$ cat src/rtl/scl_pkg.sv
// Shared constants, codes and types of the serial command line matcher.
`timescale 1ns / 1ps
`default_nettype none

package scl_pkg;

    localparam int LINE_SIZE  = 64;
    localparam int NAME_SLOTS = 16;
    localparam int NAME_LEN   = 16;

    localparam int LINE_AW  = $clog2(LINE_SIZE);
    localparam int NT_DEPTH = NAME_SLOTS * NAME_LEN;
    localparam int NT_AW    = $clog2(NT_DEPTH);
    localparam int POS_W    = $clog2(NAME_LEN + 1);
    localparam int SLOT_W   = $clog2(NAME_SLOTS + 1);

    localparam int MODE_W   = 2;
    localparam int BYTE_W   = 8;
    localparam int CNT_W    = 5;
    localparam int SLOTIN_W = 4;
    localparam int NPOS_W   = 4;
    localparam int IDX_W    = 6;
    localparam int KIND_W   = 2;
    localparam int CMD_W    = 4;
    localparam int LEN_W    = 6;

    localparam logic [BYTE_W-1:0] CH_CTRL_MAX = 8'h1F;
    localparam logic [BYTE_W-1:0] CH_DEL      = 8'h7F;
    localparam logic [BYTE_W-1:0] CH_LF       = 8'h0A;
    localparam logic [BYTE_W-1:0] CH_CR       = 8'h0D;
    localparam logic [BYTE_W-1:0] CH_ETX      = 8'h03;
    localparam logic [BYTE_W-1:0] CH_ESC      = 8'h1B;
    localparam logic [BYTE_W-1:0] CH_SPACE    = 8'h20;
    localparam logic [BYTE_W-1:0] CH_DOLLAR   = 8'h24;
    localparam logic [BYTE_W-1:0] CH_NUL      = 8'h00;

    localparam logic [MODE_W-1:0] MODE_RX   = 2'd0;
    localparam logic [MODE_W-1:0] MODE_NAME = 2'd1;
    localparam logic [MODE_W-1:0] MODE_DONE = 2'd2;
    localparam logic [MODE_W-1:0] MODE_READ = 2'd3;

    localparam logic [KIND_W-1:0] KIND_ECHO   = 2'd0;
    localparam logic [KIND_W-1:0] KIND_PROMPT = 2'd1;
    localparam logic [KIND_W-1:0] KIND_CMD    = 2'd2;
    localparam logic [KIND_W-1:0] KIND_LINE   = 2'd3;

    localparam logic [1:0] PROMPT_LAST = 2'd3;

    typedef enum logic [6:0] {
        ST_IDLE   = 7'b0000001,
        ST_ECHO   = 7'b0000010,
        ST_PROMPT = 7'b0000100,
        ST_MRD    = 7'b0001000,
        ST_MCHK   = 7'b0010000,
        ST_MRES   = 7'b0100000,
        ST_READ   = 7'b1000000
    } state_t;

    // prompt: LF CR '$' space
    function automatic logic [BYTE_W-1:0] prompt_char(input logic [1:0] p);
        logic [BYTE_W-1:0] c;
        case (p)
            2'd0:    c = CH_LF;
            2'd1:    c = CH_CR;
            2'd2:    c = CH_DOLLAR;
            default: c = CH_SPACE;
        endcase
        return c;
    endfunction

endpackage

`default_nettype wire

$ cat src/rtl/scl_ram.sv
// Generic single-port RAM with registered read.
`timescale 1ns / 1ps
`default_nettype none

module scl_ram #(
    parameter int WIDTH = 8,
    parameter int DEPTH = 64
) (
    input  logic                     clk,
    input  logic                     we,
    input  logic [$clog2(DEPTH)-1:0] addr,
    input  logic [WIDTH-1:0]         wdata,
    output logic [WIDTH-1:0]         rdata
);

    logic [WIDTH-1:0] mem [DEPTH];

    always_ff @(posedge clk)
    begin
        if (we)
        begin
            mem[addr] <= wdata;
        end
        rdata <= mem[addr];
    end

endmodule

`default_nettype wire

$ cat src/rtl/serial_command_line_matcher.sv
// Top level of the serial command line matcher: sequencer, line store and name table.
//
// Items enter on item_valid/item_ready; results leave on result_valid/result_ready
// through one output register, and last marks the final result of an item.
// mode 0 is a received byte, 1 writes a name table character, 2 ends a command,
// 3 reads back a line byte. command_count is written through cfg_we/cfg_data.
// item_ready is high only while the sequencer is idle; one item at a time.
// A table write or a byte that gives no result leaves the sequencer idle. A line end
// with content walks the name table through the one-port line and name RAMs, each
// character compared in a read state (ST_MRD) and then a check state (ST_MCHK);
// with no live names it goes straight to the result.
// A stalled receiver holds the output register and the sequencer waits on it;
// the final result may wait there while the next item is taken.
// Reset empties the line (fill count zero, so unfilled positions read as zero),
// clears busy and command_count; the name table holds garbage until written.
`timescale 1ns / 1ps
`default_nettype none

module serial_command_line_matcher
    import scl_pkg::*;
(
    input  logic                clk,
    input  logic                rst_n,
    input  logic                cfg_we,
    input  logic [CNT_W-1:0]    cfg_data,
    input  logic                item_valid,
    output logic                item_ready,
    input  logic [MODE_W-1:0]   mode,
    input  logic [BYTE_W-1:0]   data,
    input  logic [SLOTIN_W-1:0] slot,
    input  logic [NPOS_W-1:0]   name_pos,
    input  logic [IDX_W-1:0]    line_index,
    output logic                result_valid,
    input  logic                result_ready,
    output logic [KIND_W-1:0]   kind,
    output logic [BYTE_W-1:0]   tx_byte,
    output logic [CMD_W-1:0]    cmd_index,
    output logic                cmd_found,
    output logic [LEN_W-1:0]    line_length,
    output logic                last
);

    state_t               state_reg, state_next;
    logic [LINE_AW-1:0]   fill_reg, fill_next;
    logic                 busy_reg, busy_next;
    logic [CNT_W-1:0]     cnt_reg;
    logic [1:0]           pcnt_reg, pcnt_next;
    logic                 prompt_p_reg, prompt_p_next;
    logic                 match_p_reg, match_p_next;
    logic                 rv_reg, rv_next;

    logic [BYTE_W-1:0]    data_reg;
    logic [IDX_W-1:0]     li_reg;
    logic [POS_W-1:0]     k_reg, k_next;
    logic [SLOT_W-1:0]    i_reg, i_next;
    logic [NT_AW-1:0]     base_reg, base_next;
    logic                 found_reg, found_next;

    logic [KIND_W-1:0]    kind_reg, kind_next;
    logic [BYTE_W-1:0]    tx_reg, tx_next;
    logic [CMD_W-1:0]     idx_reg, idx_next;
    logic                 fnd_reg, fnd_next;
    logic [LEN_W-1:0]     len_reg, len_next;
    logic                 last_reg, last_next;
    logic                 load;

    logic                 line_we;
    logic [LINE_AW-1:0]   line_addr;
    logic [BYTE_W-1:0]    line_rdata;
    logic                 name_we;
    logic [NT_AW-1:0]     name_addr;
    logic [BYTE_W-1:0]    name_rdata;

    logic                 accept;
    logic                 ofree;
    logic [SLOT_W-1:0]    cnt_eff;
    logic                 printable;
    logic                 is_eol;
    logic                 is_abort;
    logic                 line_end;
    logic                 k_at_end;
    logic                 last_slot;
    state_t               match_entry;

    assign item_ready = (state_reg == ST_IDLE);
    assign accept     = item_valid && item_ready;
    assign ofree      = !rv_reg || result_ready;

    assign cnt_eff   = (32'(cnt_reg) > NAME_SLOTS) ? SLOT_W'(NAME_SLOTS) : SLOT_W'(cnt_reg);
    assign printable = (data > CH_CTRL_MAX) && (data < CH_DEL);
    assign is_eol    = (data == CH_LF) || (data == CH_CR);
    assign is_abort  = (data == CH_ETX) || (data == CH_ESC) ||
                       (32'(fill_reg) >= LINE_SIZE - 2);
    assign line_end  = (32'(k_reg) >= 32'(fill_reg)) || (line_rdata == CH_SPACE);
    assign k_at_end  = (32'(k_reg) == NAME_LEN);
    assign last_slot = (32'(i_reg) + 1 >= 32'(cnt_eff));
    assign match_entry = (cnt_eff != '0) ? ST_MRD : ST_MRES;

    always_comb
    begin
        state_next    = state_reg;
        fill_next     = fill_reg;
        busy_next     = busy_reg;
        pcnt_next     = pcnt_reg;
        prompt_p_next = prompt_p_reg;
        match_p_next  = match_p_reg;
        k_next        = k_reg;
        i_next        = i_reg;
        base_next     = base_reg;
        found_next    = found_reg;
        load          = 1'b0;
        kind_next     = KIND_ECHO;
        tx_next       = '0;
        idx_next      = '0;
        fnd_next      = 1'b0;
        len_next      = '0;
        last_next     = 1'b0;
        line_we       = 1'b0;
        line_addr     = LINE_AW'(li_reg);
        name_we       = 1'b0;
        name_addr     = base_reg + NT_AW'(k_reg);

        case (state_reg)
            ST_IDLE:
            begin
                line_addr = LINE_AW'(line_index);
                name_addr = NT_AW'(32'(slot) * NAME_LEN + 32'(name_pos));
                if (accept)
                begin
                    pcnt_next  = '0;
                    k_next     = '0;
                    i_next     = '0;
                    base_next  = '0;
                    found_next = 1'b0;
                    case (mode)
                        MODE_RX:
                        begin
                            if (!busy_reg)
                            begin
                                prompt_p_next = is_eol ? (fill_reg == '0) : is_abort;
                                match_p_next  = is_eol && (fill_reg != '0);
                                if (!is_eol && !is_abort && printable &&
                                    !((fill_reg == '0) && (data == CH_SPACE)))
                                begin
                                    line_we   = 1'b1;
                                    line_addr = fill_reg;
                                    fill_next = fill_reg + 1'b1;
                                end
                                if (printable)
                                    state_next = ST_ECHO;
                                else if (is_eol ? (fill_reg == '0) : is_abort)
                                    state_next = ST_PROMPT;
                                else if (is_eol)
                                    state_next = match_entry;
                            end
                        end
                        MODE_NAME:
                        begin
                            name_we = (32'(slot) < NAME_SLOTS) && (32'(name_pos) < NAME_LEN);
                        end
                        MODE_DONE:
                        begin
                            busy_next     = 1'b0;
                            prompt_p_next = 1'b1;
                            match_p_next  = 1'b0;
                            state_next    = ST_PROMPT;
                        end
                        MODE_READ:
                        begin
                            state_next = ST_READ;
                        end
                        default:
                        begin
                            state_next = ST_IDLE;
                        end
                    endcase
                end
            end
            ST_ECHO:
            begin
                if (ofree)
                begin
                    load      = 1'b1;
                    kind_next = KIND_ECHO;
                    tx_next   = data_reg;
                    last_next = !(prompt_p_reg || match_p_reg);
                    if (prompt_p_reg)
                        state_next = ST_PROMPT;
                    else if (match_p_reg)
                        state_next = match_entry;
                    else
                        state_next = ST_IDLE;
                end
            end
            ST_PROMPT:
            begin
                if (ofree)
                begin
                    load      = 1'b1;
                    kind_next = KIND_PROMPT;
                    tx_next   = prompt_char(pcnt_reg);
                    last_next = (pcnt_reg == PROMPT_LAST);
                    pcnt_next = pcnt_reg + 1'b1;
                    if (pcnt_reg == PROMPT_LAST)
                    begin
                        fill_next  = '0;
                        state_next = ST_IDLE;
                    end
                end
            end
            ST_MRD:
            begin
                line_addr  = LINE_AW'(k_reg);
                state_next = ST_MCHK;
            end
            ST_MCHK:
            begin
                if (line_end && (k_at_end || (name_rdata == CH_NUL)))
                begin
                    found_next = 1'b1;
                    state_next = ST_MRES;
                end
                else if (line_end || k_at_end || (name_rdata != line_rdata))
                begin
                    k_next     = '0;
                    i_next     = i_reg + 1'b1;
                    base_next  = base_reg + NT_AW'(NAME_LEN);
                    state_next = last_slot ? ST_MRES : ST_MRD;
                end
                else
                begin
                    k_next     = k_reg + 1'b1;
                    state_next = ST_MRD;
                end
            end
            ST_MRES:
            begin
                if (ofree)
                begin
                    load       = 1'b1;
                    kind_next  = KIND_CMD;
                    idx_next   = found_reg ? CMD_W'(i_reg) : '0;
                    fnd_next   = found_reg;
                    len_next   = LEN_W'(fill_reg);
                    last_next  = 1'b1;
                    busy_next  = 1'b1;
                    state_next = ST_IDLE;
                end
            end
            ST_READ:
            begin
                if (ofree)
                begin
                    load       = 1'b1;
                    kind_next  = KIND_LINE;
                    tx_next    = (32'(li_reg) < 32'(fill_reg)) ? line_rdata : '0;
                    len_next   = LEN_W'(fill_reg);
                    last_next  = 1'b1;
                    state_next = ST_IDLE;
                end
            end
            default:
            begin
                state_next = ST_IDLE;
            end
        endcase

        rv_next = load ? 1'b1 : (result_ready ? 1'b0 : rv_reg);
    end

    always_ff @(posedge clk or negedge rst_n)
    begin
        if (!rst_n)
        begin
            state_reg    <= ST_IDLE;
            fill_reg     <= '0;
            busy_reg     <= 1'b0;
            cnt_reg      <= '0;
            pcnt_reg     <= '0;
            prompt_p_reg <= 1'b0;
            match_p_reg  <= 1'b0;
            rv_reg       <= 1'b0;
        end
        else
        begin
            state_reg    <= state_next;
            fill_reg     <= fill_next;
            busy_reg     <= busy_next;
            pcnt_reg     <= pcnt_next;
            prompt_p_reg <= prompt_p_next;
            match_p_reg  <= match_p_next;
            rv_reg       <= rv_next;
            if (cfg_we)
            begin
                cnt_reg <= cfg_data;
            end
        end
    end

    always_ff @(posedge clk)
    begin
        k_reg     <= k_next;
        i_reg     <= i_next;
        base_reg  <= base_next;
        found_reg <= found_next;
        if (accept)
        begin
            data_reg <= data;
            li_reg   <= line_index;
        end
        if (load)
        begin
            kind_reg <= kind_next;
            tx_reg   <= tx_next;
            idx_reg  <= idx_next;
            fnd_reg  <= fnd_next;
            len_reg  <= len_next;
            last_reg <= last_next;
        end
    end

    scl_ram #(
        .WIDTH (BYTE_W),
        .DEPTH (LINE_SIZE)
    ) u_line_ram (
        .clk   (clk),
        .we    (line_we),
        .addr  (line_addr),
        .wdata (data),
        .rdata (line_rdata)
    );

    scl_ram #(
        .WIDTH (BYTE_W),
        .DEPTH (NT_DEPTH)
    ) u_name_ram (
        .clk   (clk),
        .we    (name_we),
        .addr  (name_addr),
        .wdata (data),
        .rdata (name_rdata)
    );

    assign result_valid = rv_reg;
    assign kind         = kind_reg;
    assign tx_byte      = tx_reg;
    assign cmd_index    = idx_reg;
    assign cmd_found    = fnd_reg;
    assign line_length  = len_reg;
    assign last         = last_reg;

endmodule

`default_nettype wire
$ cat config.mk
export PLATFORM = sky130hd
export DESIGN_NAME = serial_command_line_matcher
export DESIGN_NICKNAME = d
export VERILOG_FILES = /design/src/rtl/scl_pkg.sv /design/src/rtl/scl_ram.sv /design/src/rtl/serial_command_line_matcher.sv
export SDC_FILE = /design/constraint.sdc
export NUM_CORES = 2
export LEC_CHECK = 0
export BUFFER_PORTS_ARGS = -buffer_cell sky130_fd_sc_hd__clkbuf_2
export CORE_AREA = 2 2 314 627
export DETAILED_ROUTE_END_ITERATION = 10
export DIE_AREA = 0 0 316 629
export PLACE_DENSITY_LB_ADDON = 0.05
export SLEW_MARGIN = 10
export SYNTH_ARGS = -nofsm -noshare
export SYNTH_HDL_FRONTEND = slang
export SYNTH_SLANG_ARGS = --single-unit
$ cat constraint.sdc
create_clock -name clk -period 4.2 [get_ports clk]
set_input_delay 0.84 -clock clk [delete_from_list [all_inputs] [get_ports clk]]
set_output_delay 0.84 -clock clk [all_outputs]
set_load 0.05 [all_outputs]
==> impl_results.md <==
- Run status: finished, violations left
- Failing checks: negative setup slack
- Biggest regs: u_name_ram.mem (2048), u_line_ram.mem (512)
- Layout cells sized above 1: between 20% and 30%
- Flop2flop setup slack: -0.02 ns
- Crit path kind: register to register
- Clock-pin slew on the worst setup and hold paths: 0.07 ns
- Async SR Flop Fraction: less than 1%
- Worst path cell trace: nor4b_4, nand2_2, inv_2, nor2_1, a21o_4, buf_4, nand2_4, buf_12, buf_4, o22ai_1, nor4_1, o22ai_1, nor4_1, nand3_1, buf_4
- Largest family of logic cells by synthesized area: multiplexers
- CTS Buffer Depth: 4
- IO Pins: a little under 60
- Dominant cell type by area after synthesis: edfxtp_1
- Synth Cell Area: approximately 100000 sq um
- Routed length per instance: 31.70 um
- Count leader, synth: edfxtp_1
- DP HPWL: 209100 um
- Root Buffer: clkbuf_16
- Initial core utilization: 53.73%
- Placed Cells: ~9500
- Critical Path AT: about 5 ns
- Fill cell count: about 14000
- Primary flip-flop cell chosen by synthesis mapping: edfxtp_1
- Final Cycle Share: 100.4%
- Core Util, Final: about 63%
- Worst path most repeated cell: buf_4
- Worst Hold Launch: cfg_data[4]
- Critical path capture point type: register
- Die Wd: 316 um
- First-pass GRT wire length: about 450000 um
- R2r endpoint: u_name_ram.rdata[6]
- Crit-path max cell delay: between 0.7 and 0.8 ns
- Worst-margin pin slew: about 1.1 ns
- Post-synthesis simple-gate area fraction: ~6%
- GP Congestion: around 0.96
- Die footprint: between 150000 and 200000 sq um
- Relative slew slack: about a quarter
- Vias: between 60000 and 70000
- Non-filler cells, final: 9943
- Pins Over Slew Limit: 0
- Initial antenna violation count: 9
- Drt pass-1 iters: 6
- Tmin final: approximately 4.2 ns
- Total grt overflow: 0
- Vias in the first global route: 61470
- Total Routing Usage GR: about a third
- Max reg flops: around 2000
- Yosys reg bits: about 2700
- Mux share of post-synthesis cell area: 9.994%
- Post-DRT Antenna Nets: 0
- Peak supply drop: about 520 uV
- Synth top area share: between 70% and 80%
- Largest cells by area after synthesis: edfxtp_1 75%, mux2i_1 6.9%, mux4_2 3.0%
- Port Buffers: 57
- Final Setup Violations: 1
- Largest net degree at the start of global routing: ~190
- Pleak: 42.23 nW
- Final Hold Viols: 0
- Sequential area share after synthesis: between 70% and 80%
- Setup TNS Final: -0.01576 ns
- Initial DRC Count: about 7600
- Height of the die: roughly 630 um
- Max Cap Violations: 0
- Synth Area in Compound Gates: about 5.6%
- Worst Skew: slightly above 0.06 ns
- Total number of H-tree levels: 4
- CTS sink cnt: about 2700
- Hold WS: 0.1924 ns
- HP Class: primary input to register
- Core Area: roughly 190000 sq um
- Synth top cells by count: 2611 x edfxtp_1, 720 x mux2i_1, 529 x nand2_1
- Synth Area in XOR/XNOR: less than 1%
- Synth Warn #: 0
- WHS Endpoint: cnt_reg[4]
- Worst R2R Path Depth: 15
- Post-Synthesis Cells: 6305
- Total Routed Length: between 300000 and 400000 um
- PD cells: between 800 and 900 nW/um^2
- # DRC: 0
- Latest clock arrival within the worst-skew pair: slightly above 0.9 ns
- Nets@finish: between 7000 and 8000
- CP Max Fanout: 11
- Critical path startpoint category: register
- Vias per std cell: roughly 6.3
- Post-synth EDFFs: 2611
- Final Worst Setup Slack: -0.01576 ns
- Rows: ~230
- CTS tree: done
- Adder-cell area share of the yosys netlist: less than 1%
- Per-instance average area after synthesis: around 17 sq um
- Most flops, register: u_name_ram.mem
- CP required: roughly 5.0 ns
- Fmax: 0.2372 GHz
- Post-synth cell types: 77
- Crit path max-delay cell type: nor4_1
- Area Overhead vs Synth: 18.02%
- Hold depth: 3
- CTS Buf Count: about 230
- FF-to-FF Start: state_reg[0]
-- layer usage --
| metal | part of all wire, % | wire [um] | track usage (%) | vias up |
|---|---|---|---|---|
| met1 | 39 | 122200 | 43.02 | 32020 |
| li1 | - | - | - | 26720 |
| met5 | 0.017 | 55 | 0 | - |
| met4 | 5.5 | 17480 | 15.00 | 8 |
| met3 | 7.9 | 24890 | 4.839 | 606 |
| met2 | 48 | 150500 | 50.30 | 3021 |
-- cell type report --
class | instances | area (sq um) | share of cell area (%)
Timing Repair Buffer | 1038 | 8961 | 7.285
Clock buffer | 262 | 5956 | 4.842
Multi-Input combinational cell | 3268 | 23790 | 19.34
Tap cell | 2541 | 3179 | 2.585
Sequential cell | 2651 | 79330 | 64.49
Clock inverter | 151 | 1680 | 1.366
Inverter | 26 | 97.59 | 0.07934
Antenna cell | 6 | 15.01 | 0.01221
-- per-stage QoR --
| step | cell area, sq um | setup WS [ns] | total power, mW |
|---|---|---|---|
| after floorplan | 104300 | 0.002955 | 53.87 |
| after global placement | 114900 | -1.289 | 75.61 |
| after detailed placement | 114900 | -1.214 | 75.83 |
| after CTS | 122700 | 0.001632 | 97.74 |
| after global routing | 123000 | -0.01839 | 101.7 |
| final | 123000 | -0.01576 | 98.56 |
-- worst max-delay path, delay by kind of cell, from the launching register on --
family | cells | cell delay [ns]
compound gates | 3 | 0.81
buf+inv | 5 | 0.90
flops | 1 | 0.54
simple gates | 7 | 1.81
-- power breakdown --
part           internal (mW)  switching [mW]  leakage (nW)
clock network           12.2            9.64          3.68
registers               29.5           0.452          23.9
logic                   18.9            27.8          14.6
total                   60.6            37.9          42.2
-- how the worst max path moves through the flow --
stage	to	cells after the start	slack [ns]	startpoint
after global placement	u_line_ram.rdata[1]	16	-1.29	data[5]
final	u_name_ram.rdata[6]	15	-0.02	state_reg[0]
after floorplan	u_line_ram.mem[13][0]	11	0.003	mode[1]
after CTS	u_line_ram.rdata[2]	11	0.002	busy_reg
after detailed placement	u_line_ram.rdata[0]	17	-1.21	data[5]
after global routing	u_line_ram.rdata[3]	15	-0.02	state_reg[6]
-- cell usage in the layout (no fill, tap or decap), drive strengths merged, types with 140 or more instances in the layout --
master	n
a21oi	196
edfxtp	2611
o22ai	384
clkbuf	311
nand3	225
nor2	398
buf	988
mux4	140
nand2	529
mux2i	720
-- logic make-up (layout without fill, tap and decap cells) --
logic type	Yosys count	in the layout
and+or+nand+nor	1424	1424
DFF	2651	2651
muxes	865	865
AOI/OAI and AO/OA	909	911
xor gates and xnor gates	23	23
buffers and inverters	403	1477
other	1	22
adders and majority gates	29	29
-- repair_timing --
item	CTS	global route
gates resized for setup	29	44
hold endpoints to repair	19	0
cloned	1	2
pin swaps	2	12
setup endpoints to repair	11	16
hold buffers	1	0
buffers inserted	0	5
No activity file was read; power rests on OpenSTA's default activity.
